$ cat src/hdl/dcms_pkg.sv
// Package for the DC motor simulation step: widths, register indexes,
// sequencer states and the truncating power-of-two divide helper.
// No dependencies.
package dcms_pkg;

   localparam int FIXED_SCALE_DEF = 1024;
   localparam int DATA_W          = 32;
   localparam int CMD_W           = 11;
   localparam int SMALL_W         = 10;
   localparam int COEF_W          = 16;
   localparam int CSR_ADDR_W      = 3;
   localparam int QUO_W           = 21;
   localparam logic [SMALL_W-1:0] PWM_FULL = 10'd1023;

   localparam logic [CSR_ADDR_W-1:0] REG_DEAD_ZONE  = 3'd0;
   localparam logic [CSR_ADDR_W-1:0] REG_FRICTION   = 3'd1;
   localparam logic [CSR_ADDR_W-1:0] REG_BEMF_GAIN  = 3'd2;
   localparam logic [CSR_ADDR_W-1:0] REG_POS_VEL    = 3'd3;
   localparam logic [CSR_ADDR_W-1:0] REG_VEL_VEL    = 3'd4;
   localparam logic [CSR_ADDR_W-1:0] REG_POS_DRIVE  = 3'd5;
   localparam logic [CSR_ADDR_W-1:0] REG_VEL_DRIVE  = 3'd6;

   typedef enum logic [3:0] {
      ST_IDLE,
      ST_DIV,
      ST_EMF,
      ST_BEMF,
      ST_VV,
      ST_VD,
      ST_PV,
      ST_PD,
      ST_FINISH
   } state_type;

   // signed divide by 2**sh, truncating toward zero
   function automatic logic signed [DATA_W-1:0] sdiv_pow2(
      input logic signed [DATA_W-1:0] a,
      input int unsigned              sh
   );
      logic signed [DATA_W-1:0] bias;
      bias = a[DATA_W-1] ? DATA_W'((64'd1 << sh) - 64'd1) : '0;
      return (a + bias) >>> sh;
   endfunction

endpackage

$ cat src/hdl/dc_motor_sim_step_top.sv
// DC servo motor simulation step. Each req_ transfer carries one signed PWM
// command; the block rescales it past the dead zone (serial divider over 21
// quotient bits; skipped for a zero command or a full dead zone), adds the
// back-EMF term, subtracts Coulomb friction and updates velocity and position
// through the discrete state-space model, with sticking when the velocity
// would flip sign under no net drive. All products go through one shared
// bit-serial multiplier, six in a step (four when the motor sticks); the next
// command can be taken from the cycle in which rsp_tvalid rises, once the
// output register is free. One item is in flight at a time; the result sits
// in an output register so the next command can be taken while it waits.
// FIXED_SCALE must be a power of two; its divides are rounding-toward-zero
// shifts. The user must write registers through csr_ only while idle; the
// block itself does not enforce this.
// Depends on dcms_pkg, dcms_mul, dcms_div.
module dc_motor_sim_step_top import dcms_pkg::*; #(
   parameter int FIXED_SCALE = FIXED_SCALE_DEF
) (
   input  logic                  clock,
   input  logic                  reset,
   // command stream
   input  logic                  req_tvalid,
   output logic                  req_tready,
   input  logic [15:0]           req_tdata,   // [10:0] pwm_command
   // result stream
   output logic                  rsp_tvalid,
   input  logic                  rsp_tready,
   output logic [63:0]           rsp_tdata,   // [31:0] position, [63:32] velocity
   // register writes
   input  logic                  csr_we,
   input  logic [CSR_ADDR_W-1:0] csr_addr,
   input  logic [COEF_W-1:0]     csr_wdata
);
   localparam int unsigned SH = $clog2(FIXED_SCALE);

   // configuration
   logic [SMALL_W-1:0] dz_ff, fr_ff;
   logic [COEF_W-1:0]  emf_ff, cpv_ff, cvv_ff, cpd_ff, cvd_ff;

   always_ff @(posedge clock) begin
      if (reset) begin
         dz_ff  <= '0;
         fr_ff  <= '0;
         emf_ff <= '0;
         cpv_ff <= 16'd625;
         cvv_ff <= 16'd1011;
         cpd_ff <= 16'd16;
         cvd_ff <= 16'd54;
      end else if (csr_we) begin
         case (csr_addr)
            REG_DEAD_ZONE: dz_ff  <= csr_wdata[SMALL_W-1:0];
            REG_FRICTION:  fr_ff  <= csr_wdata[SMALL_W-1:0];
            REG_BEMF_GAIN: emf_ff <= csr_wdata;
            REG_POS_VEL:   cpv_ff <= csr_wdata;
            REG_VEL_VEL:   cvv_ff <= csr_wdata;
            REG_POS_DRIVE: cpd_ff <= csr_wdata;
            REG_VEL_DRIVE: cvd_ff <= csr_wdata;
            default: ;
         endcase
      end
   end

   // state and working registers
   state_type state_ff, state_in;
   logic signed [DATA_W-1:0] pos_ff, pos_in, vel_ff, vel_in;
   logic signed [DATA_W-1:0] drive_ff, drive_in, fric_ff, fric_in;
   logic signed [DATA_W-1:0] part_ff, part_in, nv_ff, nv_in;
   logic [QUO_W-1:0]         absd_ff, absd_in;
   logic                     neg_ff, neg_in;
   logic                     ov_ff, ov_in;
   logic [63:0]              out_ff, out_in;

   logic              mul_start, mul_done, div_start, div_done;
   logic [DATA_W-1:0] mul_a, mul_b, mul_p;
   logic [QUO_W-1:0]  div_num, div_q;

   dcms_mul u_mul (
      .clock (clock), .reset (reset), .start (mul_start),
      .a (mul_a), .b (mul_b), .done (mul_done), .p (mul_p)
   );

   dcms_div u_div (
      .clock (clock), .reset (reset), .start (div_start),
      .num (div_num), .den (PWM_FULL - dz_ff), .done (div_done), .quo (div_q)
   );

   // command front end: magnitude past the dead zone
   logic                accept, rsp_free, zero_path, stick;
   logic signed [CMD_W-1:0] cmd;
   logic [CMD_W-1:0]    mag, rest;
   logic signed [DATA_W-1:0] q_div1, q_div2, drive2, fric2, newvel, vel_sgn_fr;

   assign cmd       = req_tdata[CMD_W-1:0];
   assign mag       = cmd[CMD_W-1] ? CMD_W'(-cmd) : CMD_W'(cmd);
   assign rest      = (mag > {1'b0, dz_ff}) ? mag - {1'b0, dz_ff} : '0;
   assign div_num   = (QUO_W'(rest) << SMALL_W) - QUO_W'(rest);   // rest * 1023
   assign zero_path = (cmd == '0) || (dz_ff == PWM_FULL);
   assign accept    = req_tvalid && req_tready;
   assign rsp_free  = !ov_ff || rsp_tready;

   assign q_div1 = sdiv_pow2(mul_p, SH);
   assign q_div2 = sdiv_pow2(mul_p, 2 * SH);
   assign drive2 = drive_ff + q_div2;
   // friction opposes the sign of velocity; none at rest
   assign vel_sgn_fr = (vel_ff == '0) ? '0 :
                       vel_ff[DATA_W-1] ? -DATA_W'(fr_ff) : DATA_W'(fr_ff);
   assign fric2  = drive2 - vel_sgn_fr;
   assign newvel = part_ff + mul_p;
   assign stick  = ((drive_ff == '0) || (drive_ff[DATA_W-1] != fric_ff[DATA_W-1]))
                   && (newvel[DATA_W-1] != vel_ff[DATA_W-1]);

   // next state
   always_comb begin
      state_in = state_ff;
      case (state_ff)
         ST_IDLE:   if (accept) state_in = zero_path ? ST_EMF : ST_DIV;
         ST_DIV:    if (div_done) state_in = ST_EMF;
         ST_EMF:    if (mul_done) state_in = ST_BEMF;
         ST_BEMF:   if (mul_done) state_in = ST_VV;
         ST_VV:     if (mul_done) state_in = ST_VD;
         ST_VD:     if (mul_done) state_in = stick ? ST_FINISH : ST_PV;
         ST_PV:     if (mul_done) state_in = ST_PD;
         ST_PD:     if (mul_done) state_in = ST_FINISH;
         ST_FINISH: if (rsp_free) state_in = ST_IDLE;
         default:   state_in = ST_IDLE;
      endcase
   end

   // unit control
   always_comb begin
      mul_start = 1'b0;
      div_start = 1'b0;
      mul_a     = DATA_W'(signed'(emf_ff));
      mul_b     = vel_ff;
      case (state_ff)
         ST_IDLE: begin
            div_start = accept && !zero_path;
            mul_start = accept && zero_path;
         end
         ST_DIV:  mul_start = div_done;
         ST_EMF: begin
            mul_start = mul_done;
            mul_a     = q_div1;
            mul_b     = DATA_W'(absd_ff);
         end
         ST_BEMF: begin
            mul_start = mul_done;
            mul_a     = DATA_W'(cvv_ff);
         end
         ST_VV: begin
            mul_start = mul_done;
            mul_a     = DATA_W'(cvd_ff);
            mul_b     = fric_ff;
         end
         ST_VD: begin
            mul_start = mul_done && !stick;
            mul_a     = DATA_W'(cpv_ff);
         end
         ST_PV: begin
            mul_start = mul_done;
            mul_a     = DATA_W'(cpd_ff);
            mul_b     = fric_ff;
         end
         default: ;
      endcase
   end

   // datapath
   always_comb begin
      pos_in   = pos_ff;
      vel_in   = vel_ff;
      drive_in = drive_ff;
      fric_in  = fric_ff;
      part_in  = part_ff;
      nv_in    = nv_ff;
      absd_in  = absd_ff;
      neg_in   = neg_ff;
      ov_in    = ov_ff;
      out_in   = out_ff;
      if (ov_ff && rsp_tready) ov_in = 1'b0;
      case (state_ff)
         ST_IDLE: if (accept) begin
            neg_in   = cmd[CMD_W-1];
            drive_in = '0;
            absd_in  = '0;
         end
         ST_DIV: if (div_done) begin
            absd_in  = div_q;
            drive_in = neg_ff ? -DATA_W'(div_q) : DATA_W'(div_q);
         end
         ST_BEMF: if (mul_done) begin
            drive_in = drive2;
            fric_in  = fric2;
         end
         ST_VV: if (mul_done) part_in = q_div1;
         ST_VD: if (mul_done) begin
            if (stick) vel_in = '0;
            else nv_in = newvel;
         end
         ST_PV: if (mul_done) part_in = q_div1;
         ST_PD: if (mul_done) begin
            pos_in = pos_ff + sdiv_pow2(part_ff + mul_p, SH);
            vel_in = nv_ff;
         end
         ST_FINISH: if (rsp_free) begin
            ov_in  = 1'b1;
            out_in = {vel_ff, pos_ff};
         end
         default: ;
      endcase
   end

   always_ff @(posedge clock) begin
      if (reset) begin
         state_ff <= ST_IDLE;
         pos_ff   <= '0;
         vel_ff   <= '0;
         ov_ff    <= 1'b0;
      end else begin
         state_ff <= state_in;
         pos_ff   <= pos_in;
         vel_ff   <= vel_in;
         ov_ff    <= ov_in;
      end
      drive_ff <= drive_in;
      fric_ff  <= fric_in;
      part_ff  <= part_in;
      nv_ff    <= nv_in;
      absd_ff  <= absd_in;
      neg_ff   <= neg_in;
      out_ff   <= out_in;
   end

   assign req_tready = (state_ff == ST_IDLE);
   assign rsp_tvalid = ov_ff;
   assign rsp_tdata  = out_ff;

   a_mul_in_step : assert property (@(posedge clock) disable iff (reset)
      mul_done |-> state_ff != ST_IDLE && state_ff != ST_DIV && state_ff != ST_FINISH)
      else $error("multiplier result outside a multiply step");
   a_div_in_step : assert property (@(posedge clock) disable iff (reset)
      div_done |-> state_ff == ST_DIV) else $error("divider result outside rescale");
   a_result_load : assert property (@(posedge clock) disable iff (reset)
      $rose(ov_ff) |-> $past(state_ff) == ST_FINISH)
      else $error("result loaded outside finish");
   a_stick_zero : assert property (@(posedge clock) disable iff (reset)
      state_ff == ST_VD && mul_done && stick |=> vel_ff == '0)
      else $error("sticking did not clear velocity");
endmodule

$ cat src/hdl/dcms_mul.sv
// Bit-serial 32x32 multiplier, low word of the product, one bit per cycle.
// Depends on dcms_pkg.
module dcms_mul import dcms_pkg::*; (
   input  logic              clock,
   input  logic              reset,
   input  logic              start,
   input  logic [DATA_W-1:0] a,
   input  logic [DATA_W-1:0] b,
   output logic              done,
   output logic [DATA_W-1:0] p
);
   localparam int CNT_W = $clog2(DATA_W);

   logic              busy_ff, busy_in;
   logic              done_ff, done_in;
   logic [CNT_W-1:0]  cnt_ff, cnt_in;
   logic [DATA_W-1:0] acc_ff, acc_in;
   logic [DATA_W-1:0] mc_ff, mc_in;
   logic [DATA_W-1:0] mp_ff, mp_in;

   always_comb begin
      busy_in = busy_ff;
      done_in = 1'b0;
      cnt_in  = cnt_ff;
      acc_in  = acc_ff;
      mc_in   = mc_ff;
      mp_in   = mp_ff;
      if (start) begin
         busy_in = 1'b1;
         cnt_in  = CNT_W'(DATA_W - 1);
         acc_in  = '0;
         mc_in   = a;
         mp_in   = b;
      end else if (busy_ff) begin
         acc_in = acc_ff + (mp_ff[0] ? mc_ff : '0);
         mc_in  = mc_ff << 1;
         mp_in  = mp_ff >> 1;
         cnt_in = cnt_ff - 1'b1;
         if (cnt_ff == '0) begin
            busy_in = 1'b0;
            done_in = 1'b1;
         end
      end
   end

   always_ff @(posedge clock) begin
      if (reset) begin
         busy_ff <= 1'b0;
         done_ff <= 1'b0;
         cnt_ff  <= '0;
      end else begin
         busy_ff <= busy_in;
         done_ff <= done_in;
         cnt_ff  <= cnt_in;
      end
      acc_ff <= acc_in;
      mc_ff  <= mc_in;
      mp_ff  <= mp_in;
   end

   assign done = done_ff;
   assign p    = acc_ff;

   a_no_restart : assert property (@(posedge clock) disable iff (reset)
      busy_ff |-> !start) else $error("multiplier restarted while busy");
   a_done_after : assert property (@(posedge clock) disable iff (reset)
      done_ff |-> !busy_ff) else $error("done while still busy");
   a_done_pulse : assert property (@(posedge clock) disable iff (reset)
      done_ff |=> !done_ff) else $error("done held longer than one cycle");
endmodule

$ cat src/hdl/dcms_div.sv
// Restoring serial divider for the dead-zone rescale, one quotient bit per cycle.
// Depends on dcms_pkg.
module dcms_div import dcms_pkg::*; (
   input  logic               clock,
   input  logic               reset,
   input  logic               start,
   input  logic [QUO_W-1:0]   num,
   input  logic [SMALL_W-1:0] den,
   output logic               done,
   output logic [QUO_W-1:0]   quo
);
   localparam int CNT_W = $clog2(QUO_W);

   logic               busy_ff, busy_in;
   logic               done_ff, done_in;
   logic [CNT_W-1:0]   cnt_ff, cnt_in;
   logic [SMALL_W:0]   rem_ff, rem_in;
   logic [QUO_W-1:0]   q_ff, q_in;
   logic [SMALL_W-1:0] den_ff, den_in;
   logic [SMALL_W+1:0] trial;

   always_comb begin
      busy_in = busy_ff;
      done_in = 1'b0;
      cnt_in  = cnt_ff;
      rem_in  = rem_ff;
      q_in    = q_ff;
      den_in  = den_ff;
      trial   = {rem_ff, q_ff[QUO_W-1]} - {2'b00, den_ff};
      if (start) begin
         busy_in = 1'b1;
         cnt_in  = CNT_W'(QUO_W - 1);
         rem_in  = '0;
         q_in    = num;
         den_in  = den;
      end else if (busy_ff) begin
         if (!trial[SMALL_W+1]) begin
            rem_in = trial[SMALL_W:0];
            q_in   = {q_ff[QUO_W-2:0], 1'b1};
         end else begin
            rem_in = {rem_ff[SMALL_W-1:0], q_ff[QUO_W-1]};
            q_in   = {q_ff[QUO_W-2:0], 1'b0};
         end
         cnt_in = cnt_ff - 1'b1;
         if (cnt_ff == '0) begin
            busy_in = 1'b0;
            done_in = 1'b1;
         end
      end
   end

   always_ff @(posedge clock) begin
      if (reset) begin
         busy_ff <= 1'b0;
         done_ff <= 1'b0;
         cnt_ff  <= '0;
      end else begin
         busy_ff <= busy_in;
         done_ff <= done_in;
         cnt_ff  <= cnt_in;
      end
      rem_ff <= rem_in;
      q_ff   <= q_in;
      den_ff <= den_in;
   end

   assign done = done_ff;
   assign quo  = q_ff;

   a_rem_lt_den : assert property (@(posedge clock) disable iff (reset)
      busy_ff && !start |=> rem_ff < {1'b0, den_ff})
      else $error("partial remainder not below divisor");
   a_no_restart : assert property (@(posedge clock) disable iff (reset)
      busy_ff |-> !start) else $error("divider restarted while busy");
   a_done_pulse : assert property (@(posedge clock) disable iff (reset)
      done_ff |=> !done_ff) else $error("done held longer than one cycle");
endmodule
$ cat config.mk
export PLATFORM = sky130hd
export DESIGN_NAME = dc_motor_sim_step_top
export DESIGN_NICKNAME = d
export VERILOG_FILES = /design/src/hdl/dcms_pkg.sv /design/src/hdl/dc_motor_sim_step_top.sv /design/src/hdl/dcms_mul.sv /design/src/hdl/dcms_div.sv
export SDC_FILE = /design/constraint.sdc
export NUM_CORES = 1
export LEC_CHECK = 0
export BUFFER_PORTS_ARGS = -buffer_cell sky130_fd_sc_hd__buf_2
export CAP_MARGIN = 20
export CELL_PAD_IN_SITES_DETAIL_PLACEMENT = 1
export CELL_PAD_IN_SITES_GLOBAL_PLACEMENT = 2
export CORE_MARGIN = 2
export CORE_UTILIZATION = 40
export DETAILED_ROUTE_END_ITERATION = 8
export GPL_TIMING_DRIVEN = 0
export PLACE_DENSITY = 0.91
export SLEW_MARGIN = 20
export SYNTH_ARGS = -nofsm -noshare
export SYNTH_HDL_FRONTEND = slang
export SYNTH_SLANG_ARGS = --single-unit
$ cat constraint.sdc
create_clock -name clock -period 8.7 [get_ports clock]
set_input_delay 0.87 -clock clock [delete_from_list [all_inputs] [get_ports clock]]
set_output_delay 0.87 -clock clock [all_outputs]
set_load 0.03 [all_outputs]
* Word level (Yosys, flattened, before mapping)
Cells that the tools add are included.
** Word-level totals
- Input port bits :: 40
- Register bits :: 525
- Logic and storage cells :: 184
- Output and inout bits :: 66
** Operators by class
- Add/subtract/negate cells :: 17
- Mux-type cells :: 59
- Reductions and logical operators :: 46
- Equality and inequality tests :: 27
- $lt $le $gt $ge :: 1
- Bitwise gates (word level) :: 3
** Operator list (count)
- two-way mux 32 bit :: 14
- case mux 32 bit (5 select lines) :: 1
- case mux 32 bit (2 select lines) :: 2
- case mux 32 bit (3 select lines) :: 1
- two-way mux 21 bit :: 4
- adder 32 x 11 -> 32 bit :: 2
- adder 32 bit :: 2
- logical NOT 32 bit :: 2
- case mux 21 bit (2 select lines) :: 1
- two-way mux 4 bit :: 10
- case mux 4 bit (9 select lines) :: 1
- two-way mux 11 bit :: 3
- adder 32 x 12 -> 32 bit :: 1
- adder 32 x 21 -> 32 bit :: 1
- adder 32 x 22 -> 32 bit :: 1
- negation 10 -> 32 bit :: 1
- negation 21 -> 32 bit :: 1
- subtractor 32 bit :: 1
- AND reduction 2 bit :: 12
- subtractor 21 x 11 -> 21 bit :: 1
- two-way mux 10 bit :: 2
- two-way mux 20 bit :: 1
- two-way mux 5 bit :: 4
- == test 4 x 3 -> 1 bit (second input constant) :: 4
- 35 further kinds :: 80

* Longest topological paths before layout
Gate-level depths: netlist of the first run.
- Depth after elaboration :: 7
- Mapped depth :: 37
- Mapped depth without buffers :: 37

* Modules after synthesis
A second synthesis of the first run with hierarchy kept.
** Unflattened totals
- Cells, all modules :: 3532
- Area total of the unflattened synthesis :: 32351.0 sq um
** Modules (own cells, without submodules)
- dc_motor_sim_step_top :: sequential area each 9509.1 sq um, instances 1, area each 23980.5 sq um, cells each 2778
- dcms_mul :: sequential area each 2702.6 sq um, instances 1, area each 5818.1 sq um, cells each 522
- dcms_div :: sequential area each 1291.2 sq um, instances 1, area each 2552.4 sq um, cells each 232

* Least setup slack after synthesis of the first run
No wires, ideal clock.
- Path kind :: register -> register
- Start :: register u_mul.acc_ff[31], in the netlist u_mul.p[31]
- End :: register fric_ff[31], data pin
- Data required time :: 8431 ps
- Library setup time :: 269 ps
- Data arrival time :: 6966 ps
- Path slack :: 1464 ps
- Period minus slack after synthesis :: 7236 ps
- Stages on the path, launching flop included :: 31
- Buffers on the path :: 0
- Cells stage by stage :: dfxtp_1 ha_1 a31o_2 a21oi_1 o21ai_1 a21oi_1 o31ai_1 o2bb2ai_1 o211ai_1 nor2_1 xor2_1 ha_1 a21o_1 a21o_1 a21oi_1 o21ai_0 nor2b_1 xnor2_1 ha_1 a21o_1 a21o_1 a21o_1 a21o_1 a21oi_1 o21ai_0 a2111oi_1 o31ai_1 nand2b_1 nand2_1 a21oi_1 xor3_1
** On the way
- Word-level cells in the longest chain between the ends :: 4
** Ends and longest elaborated chain
- start: declaration :: line dcms_mul.sv:17 : logic [DATA_W-1:0] acc_ff, acc_in;
- start signal: assignment :: line dcms_mul.sv:56 : acc_ff <= acc_in;
- two-way mux 20 bit :: line dcms_pkg.sv:41 : bias = a[DATA_W-1] ? DATA_W'((64'd1 << sh) - 64'd1) : '0;
- adder 32 x 21 -> 32 bit (*) :: line dcms_pkg.sv:42 : return (a + bias) >>> sh;
- adder 32 x 12 -> 32 bit (*) :: line dc_motor_sim_step_top.sv:102 : assign drive2 = drive_ff + q_div2;
- subtractor 32 bit (*) :: line dc_motor_sim_step_top.sv:106 : assign fric2 = drive2 - vel_sgn_fr;
- via fric2[31] :: line dc_motor_sim_step_top.sv:90 : logic signed [DATA_W-1:0] q_div1, q_div2, drive2, fric2, newvel, vel_sgn_fr;
- end signal: assignment :: line dc_motor_sim_step_top.sv:225 : fric_ff <= fric_in;
- end: declaration :: line dc_motor_sim_step_top.sv:65 : logic signed [DATA_W-1:0] drive_ff, drive_in, fric_ff, fric_in;
The timed path passes the listed nets; every way through them passes the cells marked *.
A chain may end at the register's enable or synchronous reset.

* Worst setup path after layout of the first run
- Start :: register part_ff[21]
- End :: register pos_ff[30]
** On the way
- Word-level cells in the longest chain between the ends :: 4
** Ends and longest elaborated chain
- start: declaration :: line dc_motor_sim_step_top.sv:66 : logic signed [DATA_W-1:0] part_ff, part_in, nv_ff, nv_in;
- start signal: assignment :: line dc_motor_sim_step_top.sv:226 : part_ff <= part_in;
- adder 32 bit (*) :: line dc_motor_sim_step_top.sv:201 : pos_in = pos_ff + sdiv_pow2(part_ff + mul_p, SH);
- two-way mux 10 bit :: line dcms_pkg.sv:41
- adder 32 x 11 -> 32 bit (*) :: line dcms_pkg.sv:42
- adder 32 x 22 -> 32 bit (*) :: line dc_motor_sim_step_top.sv:201
- end signal: assignment :: line dc_motor_sim_step_top.sv:220 : pos_ff <= pos_in;
- end: declaration :: line dc_motor_sim_step_top.sv:64 : logic signed [DATA_W-1:0] pos_ff, pos_in, vel_ff, vel_in;
Every way passes the cells marked *; elsewhere a longest branch is shown, timed or not.

==> impl_metrics.py, run 1 <==
metrics = {
    "critical_path": {
        "r2r-end": "pos_ff[30]",
        "worst_path_largest_cell_delay_ns": 0.55,
        "reg2reg_setup_slack_ns": 0.54,
        "worstPathArrival_ns": 8.75,
        "path_class": "reg -> reg",
        "worstSetupStartpoint": "part_ff[21]",
        "cp_max_fo": 10,
        "rr_startpoint": "part_ff[21]",
        "cp-endpoint": "pos_ff[30]",
        "reg2regPathDepth": 33,
        "critPathCaptureType": "register",
        "worstSetupStartpointType": "register",
        "critPathRequiredTime_ns": 9.29,
        "crit_path_top_delay_cell": "or4_1",
    },
    "logic_synthesis": {
        "synthCells": 3456,
        "syn_nets": 3713,
        "muxShareOfSynthArea": 0.01938,
        "synth_seq_area_share": 0.4251,
        "synth-xor-area-share": 0.06851,
        "synth_cell_types": 106,
        "synthAdderAreaFrac": 0.08714,
        "syn_avg_cell_area_sq_um": 9.190,
        "synthSimpleGateAreaFrac": 0.1893,
        "syn_area_sq_um": 31760,
        "synth_top_family_by_area": "simple AND/OR/NAND/NOR gates",
        "synth_compound_area_frac": 0.1792,
        "ys.warnings.count": 0,
        "ys_ff_latch": 525,
        "async_reset_ff_frac": 0,
        "synthFlopType": "edfxtp_1",
        "synth_edf_count": 299,
    },
    "min_path": {
        "min-delay-start": "cvd_ff[12]",
        "hp-class": "reg -> reg",
    },
    "floorplanning": {
        "die_area_sq_um": 81670,
        "rows": 103,
        "die_h_um": 285.8,
        "chipWidth_um": 285.8,
        "io_pins": 106,
        "initial_core_util": 0.4033,
        "core_sq_um": 78740,
    },
    "sta": {
        "rsz0062_at_grt": "yes",
        "finalCritPeriodShare": 0.9374,
        "whs_ns": 0.4528,
        "final.setup.tns_ns": 0,
        "tightest_slew_ns": 1.083,
        "maxSlewViolCount": 0,
        "max_slew_margin": 0.2723,
        "setup_viol": 0,
        "hold_viol_final": 0,
        "max_clock_freq_mhz": 122.6,
        "min_period_ns": 8.156,
        "worst_clock_skew_ns": 0.02408,
    },
    "finish": {
        "final_nets": 3887,
        "drive_gt1_frac": 0.08637,
        "area_delta_synth_final_pct": 13.31,
        "postLayoutCellArea_sq_um": 35990,
        "multi_input_area_sq_um": 17350,
        "fillers": 9126,
        "seq_area_sq_um": 13500,
    },
    "clocking": {
        "cts_buffers": 60,
        "cts_sinks": 525,
        "clk_path_buf_depth": 3,
        "cts.clk_slew.worst_paths_ns": 0.06,
        "htree_levels": 2,
        "clock_latency_ns": 0.66,
        "cts_tree": "built",
        "root_buffer": "clkbuf_16",
    },
    "power": {
        "ir_drop_uv": 212.6,
        "power.density_nw_per_um2": 408.0,
        "p_leak_nw": 13.81,
        "totalPowerFinal_mw": 14.68,
    },
    "global_route": {
        "antenna_found_initial": 2,
        "globalRouteOverflowTotal": 0,
        "grt_first_pass_wirelength_um": 157600,
        "grt_pass1_vias": 27290,
        "grt_max_degree": 49,
        "grt_use_total": 0.2452,
    },
    "placed_design": {
        "place.gp.congestion": 0.9076,
        "place_area_sq_um": 33740,
        "hpwl_um": 78800,
        "portBuffers": 97,
    },
    "flow_run": {
        "cap_viol_max_count": 0,
    },
    "routing": {
        "post_drt_wl_per_cell_um": 21.49,
        "first_pass_iters": 5,
        "vias": 26800,
        "postRouteAntennaNets": 0,
        "drc": 0,
        "wl_um": 101700,
        "viasPerCell": 5.663,
        "drt_iter0_markers": 1620,
    },
    "status": {
        "status": "completed",
    },
}
==> flip-flops by register name, indices dropped and copies added, names as in the netlist, 22 cells and up <==
| register | cells |
|---|---|
| part_ff | 22 |
| u_mul.mc_ff | 32 |
| vel_ff | 32 |
| u_mul.mp_ff | 32 |
| rsp_tdata | 64 |
| nv_ff | 32 |
| u_mul.p | 32 |
| fric_ff | 32 |
| drive_ff | 32 |
| pos_ff | 32 |
==> through the flow <==
stage / setup slack [ns] / utilization / cells
3_5_place_dp: 0.005626 / 0.4285 / 4610
4_1_cts: 0.09797 / 0.4562 / 4725
5_1_grt: 0.03059 / 0.4570 / 4732
6_report: 0.5442 / 0.4570 / 4733
3_3_place_gp: -0.8161 / 0.4262 / 4603
2_1_floorplan: 1.464 / - / 3456
==> what timing repair did <==
item | CTS | global route
pin swaps | 1 | 2
setup buffers | 0 | 7
resized for setup | 2 | 2
hold buffers | 0 | 0
setup endpoints to repair | 1 | 6
cloned | 1 | 0
==> metal layers <==
layer	vias to the layer above	track usage	share of wire
met3	125	0.03700	0.054
met1	13170	0.3248	0.45
li1	12880	-	-
met4	2	0.07068	0.028
met2	623	0.4149	0.47
met5	-	0	0.00011
==> layout make-up <==
type	count	area share
clock buffers	87	0.04989
diodes	1	0.00006954
clock inverters	27	0.01015
repair buffers	111	0.01822
well taps	1050	0.03651
plain buffers	154	0.01822
inverters	91	0.009492
multi-input cells	2687	0.4822
flip-flops and latches	525	0.3753
==> layout by cell type (no fill, tap or decap), drive strengths merged, types with 30 or more instances in the layout <==
cell / count
nand2: 513
edfxtp: 299
nor2: 259
ha: 210
a31oi: 43
xnor2: 157
nor2b: 33
nor3: 52
nand2b: 43
and3: 45
a21oi: 319
dfxtp: 226
inv: 95
a22oi: 55
a21o: 109
buf: 145
nand3: 88
nor4: 34
mux2i: 57
o21ai: 179
xor2: 88
and2: 47
nand4: 45
a211oi: 30
clkbuf: 207
==> worst max-delay path: cells and delay by family, from the launching register on <==
family          cells  cell delay (ns)
compound gates     14             3.17
xor+xnor            1             0.36
fa+ha+maj           4             1.26
buf+inv             4             0.57
flops               1             0.53
simple gates       10             2.19
==> how the worst min path moves through the flow <==
stage | cells past startpoint | to
after CTS | 2 | emf_ff[2]
after detailed placement | 2 | emf_ff[2]
after global placement | 2 | cpd_ff[13]
after global routing | 2 | dz_ff[7]
final | 2 | cvd_ff[12]
after floorplan | 0 | rsp_tdata[31]
==> cell families (layout without fill, tap and decap cells) <==
family	count (synthesis)	count (layout)
muxes	61	61
other	0	1
and+or+nand+nor	1263	1263
adders and majority gates	217	217
DFF	525	525
AOI/OAI and AO/OA	900	900
buffers and inverters	245	470
xor gates and xnor gates	245	246
==> power breakdown <==
group / total, mW / switching (mW) / leakage, nW / internal [mW]
clock network: 2.73 / 1.11 / 1.06 / 1.62
logic: 8.24 / 5.04 / 8.16 / 3.20
registers: 3.71 / 0.399 / 4.59 / 3.31
==> cell usage after synthesis, types with 5 or more instances <==
| cell | number | share of area |
|---|---|---|
| a22oi_1 | 55 | 0.013 |
| a211o_1 | 5 | 0.0014 |
| fa_1 | 7 | 0.0044 |
| a21boi_0 | 13 | 0.0031 |
| nor4b_1 | 5 | 0.0014 |
| edfxtp_1 | 299 | 0.28 |
| o31ai_1 | 23 | 0.0054 |
| a211oi_2 | 5 | 0.0020 |
| buf_6 | 5 | 0.0018 |
| nor4_1 | 32 | 0.0063 |
| nor2_1 | 259 | 0.031 |
| o211ai_1 | 18 | 0.0043 |
| and3_1 | 43 | 0.0085 |
| nand3b_1 | 25 | 0.0059 |
| o21bai_1 | 14 | 0.0033 |
| o21a_1 | 22 | 0.0052 |
| o41ai_1 | 6 | 0.0017 |
| a221oi_1 | 5 | 0.0014 |
| or2_2 | 12 | 0.0024 |
| nor2b_1 | 33 | 0.0065 |
| or4_1 | 9 | 0.0021 |
| o21ai_1 | 7 | 0.0011 |
| nand4_1 | 43 | 0.0085 |
| a21oi_1 | 318 | 0.050 |
| nand2b_1 | 43 | 0.0085 |
| xnor2_1 | 156 | 0.043 |
| clkbuf_1 | 119 | 0.014 |
| nand2_1 | 513 | 0.061 |
| nand3_1 | 87 | 0.014 |
| and2_1 | 46 | 0.0091 |
| ha_1 | 210 | 0.083 |
| inv_1 | 91 | 0.011 |
| mux2i_1 | 57 | 0.018 |
| dfxtp_1 | 226 | 0.14 |
| o21ai_0 | 172 | 0.027 |
| or3_1 | 23 | 0.0045 |
| a31oi_1 | 42 | 0.0083 |
| nor3_1 | 50 | 0.0079 |
| xor2_1 | 86 | 0.024 |
| a21o_1 | 109 | 0.026 |
| and4_1 | 10 | 0.0028 |
| buf_2 | 23 | 0.0036 |
| a211oi_1 | 25 | 0.0059 |
Note: power is estimated with default switching activity, not from simulation.
==> inputs of run 2 (changes only) <==
--- a/config.mk
+++ b/config.mk
@@ -9,7 +9,6 @@
 export CAP_MARGIN = 20
 export CELL_PAD_IN_SITES_DETAIL_PLACEMENT = 1
 export CELL_PAD_IN_SITES_GLOBAL_PLACEMENT = 2
-export CORE_MARGIN = 2
 export CORE_UTILIZATION = 40
 export DETAILED_ROUTE_END_ITERATION = 8
 export GPL_TIMING_DRIVEN = 0
==> constraint.sdc (replaced) <==
create_clock -name clock -period 8.7 [get_ports clock]
set_input_delay 0.87 -clock clock [delete_from_list [all_inputs] [get_ports clock]]
set_output_delay 0.87 -clock clock [all_outputs]
set_load 0.01 [all_outputs]
==> impl_metrics.py, run 2 (synthesis gave the netlist of run 1 again) <==
metrics = {
    "critical_path": {
        "cp_num_buf_inv": 0,
        "cp_max_fo": 8,
        "critPathRequiredTime_ns": 9.23,
        "critPathCaptureType": "register",
        "crit_path_top_delay_cell": "dfxtp_1",
        "path_common_cell": "a21oi_1",
        "worstSetupStartpointType": "register",
        "worst_path_largest_cell_delay_ns": 0.58,
        "path_class": "reg -> reg",
        "critPathTopFamily": "compound AO/OA/AOI/OAI gates",
        "worstPathArrival_ns": 8.60,
    },
    "flow_run": {
        "cap_viol_max_count": 0,
    },
    "routing": {
        "vias": 26710,
        "viasPerCell": 5.660,
        "first_pass_iters": 5,
        "drt_iter0_markers": 1636,
        "postRouteAntennaNets": 0,
        "drc": 0,
        "wl_um": 101200,
        "post_drt_wl_per_cell_um": 21.44,
    },
    "global_route": {
        "grt_use_total": 0.2457,
        "grt_first_pass_wirelength_um": 156700,
        "grt_max_degree": 36,
        "antenna_found_initial": 0,
        "globalRouteOverflowTotal": 0,
        "grt_pass1_vias": 26940,
    },
    "clocking": {
        "htree_levels": 2,
        "cts_buffers": 59,
        "cts_sinks": 525,
        "clk_path_buf_depth": 3,
        "cts_tree": "built",
        "clock_latency_ns": 0.64,
        "holdBufCountCts": 0,
        "root_buffer": "clkbuf_16",
        "cts.clk_slew.worst_paths_ns": 0.06,
    },
    "floorplanning": {
        "die_h_um": 283.8,
        "initial_core_util": 0.4073,
        "io_pins": 106,
        "core_sq_um": 77980,
        "chipWidth_um": 283.8,
        "die_area_sq_um": 80530,
        "rows": 102,
    },
    "power": {
        "totalPowerFinal_mw": 14.43,
        "ir_drop_uv": 221.6,
        "p_leak_nw": 13.67,
        "power.density_nw_per_um2": 404.4,
    },
    "sta": {
        "min_period_ns": 8.073,
        "max_clock_freq_mhz": 123.9,
        "finalCritPeriodShare": 0.9279,
        "setup_ws_ns": 0.6272,
        "hold_viol_final": 0,
        "max_slew_margin": 0.2416,
        "worst_clock_skew_ns": 0.01168,
        "setup_viol": 0,
        "rsz0062_at_grt": "no",
        "final.setup.tns_ns": 0,
        "tightest_slew_ns": 1.129,
        "maxSlewViolCount": 0,
    },
    "finish": {
        "layout_common_cells": "nand2_1 (513), a21oi_1 (318), edfxtp_1 (299), nor2_1 (258), dfxtp_1 (225)",
        "fin_cells": 4719,
        "diodes": 0,
        "postLayoutCellArea_sq_um": 35690,
        "area_delta_synth_final_pct": 12.37,
        "largest_reg_flops": 64,
        "final_common_cell": "nand2_1",
        "drive_gt1_frac": 0.08263,
        "final_nets": 3886,
    },
    "placed_design": {
        "place_ws_ns": 0.07007,
        "dp_cells": 4602,
        "place.gp.congestion": 0.8934,
        "place_area_sq_um": 33710,
        "hpwl_um": 79070,
        "portBuffers": 97,
    },
    "min_path": {
        "hp-class": "reg -> reg",
    },
    "status": {
        "status": "completed",
    },
}
run 2: cell count changes in the layout (fill, tap and decap cells not counted), moves of 2 or more:
cell,previous run,this run
clkinv_4,3,0
clkbuf_1,127,133
clkbuf_8,15,7
clkinvlp_4,3,6
clkinv_2,9,11
clkinv_1,1,4
bufinv_16,6,2
run 2: worst paths after layout:
check        cells past startpoint  slack, ns    endpoint   startpoint
min                              2       0.45  emf_ff[15]   emf_ff[15]
max                             33       0.63  pos_ff[31]  u_mul.p[13]
min reg2reg                      2       0.45  emf_ff[15]   emf_ff[15]
max reg2reg                     33       0.63  pos_ff[31]  u_mul.p[13]
run 2: power by group:
part	internal [mW]	total (mW)	switching, mW
registers	3.31	3.71	0.400
logic	3.20	8.23	5.03
clock network	1.41	2.49	1.08
run 2: through the flow:
stage,util,hold slack (ns)
after global routing,0.4577,0.4715
after CTS,0.4569,0.4549
after detailed placement,0.4324,0.4463
final,0.4577,0.4544
after floorplan,-,0.4231
after global placement,0.4302,0.4411
run 2: repair_timing:
action / CTS / global route
gates resized for setup: 0 / 3
endpoints found under the setup margin: 0 / 6
setup buffers: 0 / 6
run 2: area by class of cell:
| class | count | area (sq um) |
|---|---|---|
| Sequential cell | 525 | 13500 |
| Fill cell | 9096 | 42290 |
| Tap cell | 1040 | 1301 |
| Clock inverter | 28 | 236.5 |
| Buffer | 154 | 654.4 |
| Multi-Input combinational cell | 2686 | 17320 |
| Inverter | 91 | 341.6 |
| Timing Repair Buffer | 112 | 651.9 |
| Clock buffer | 83 | 1679 |
run 2: worst min-delay path, stage by stage, from the launching register on:
cell and delay, ns:
dfxtp_1 0.31, nand2_1 0.05, a21oi_1 0.05
run 2: layer usage:
layer  track usage  wire length, um
met1        0.3339            46680
met5             0                0
met2        0.4116            47450
met4       0.06595             2553
met3       0.02886             4504
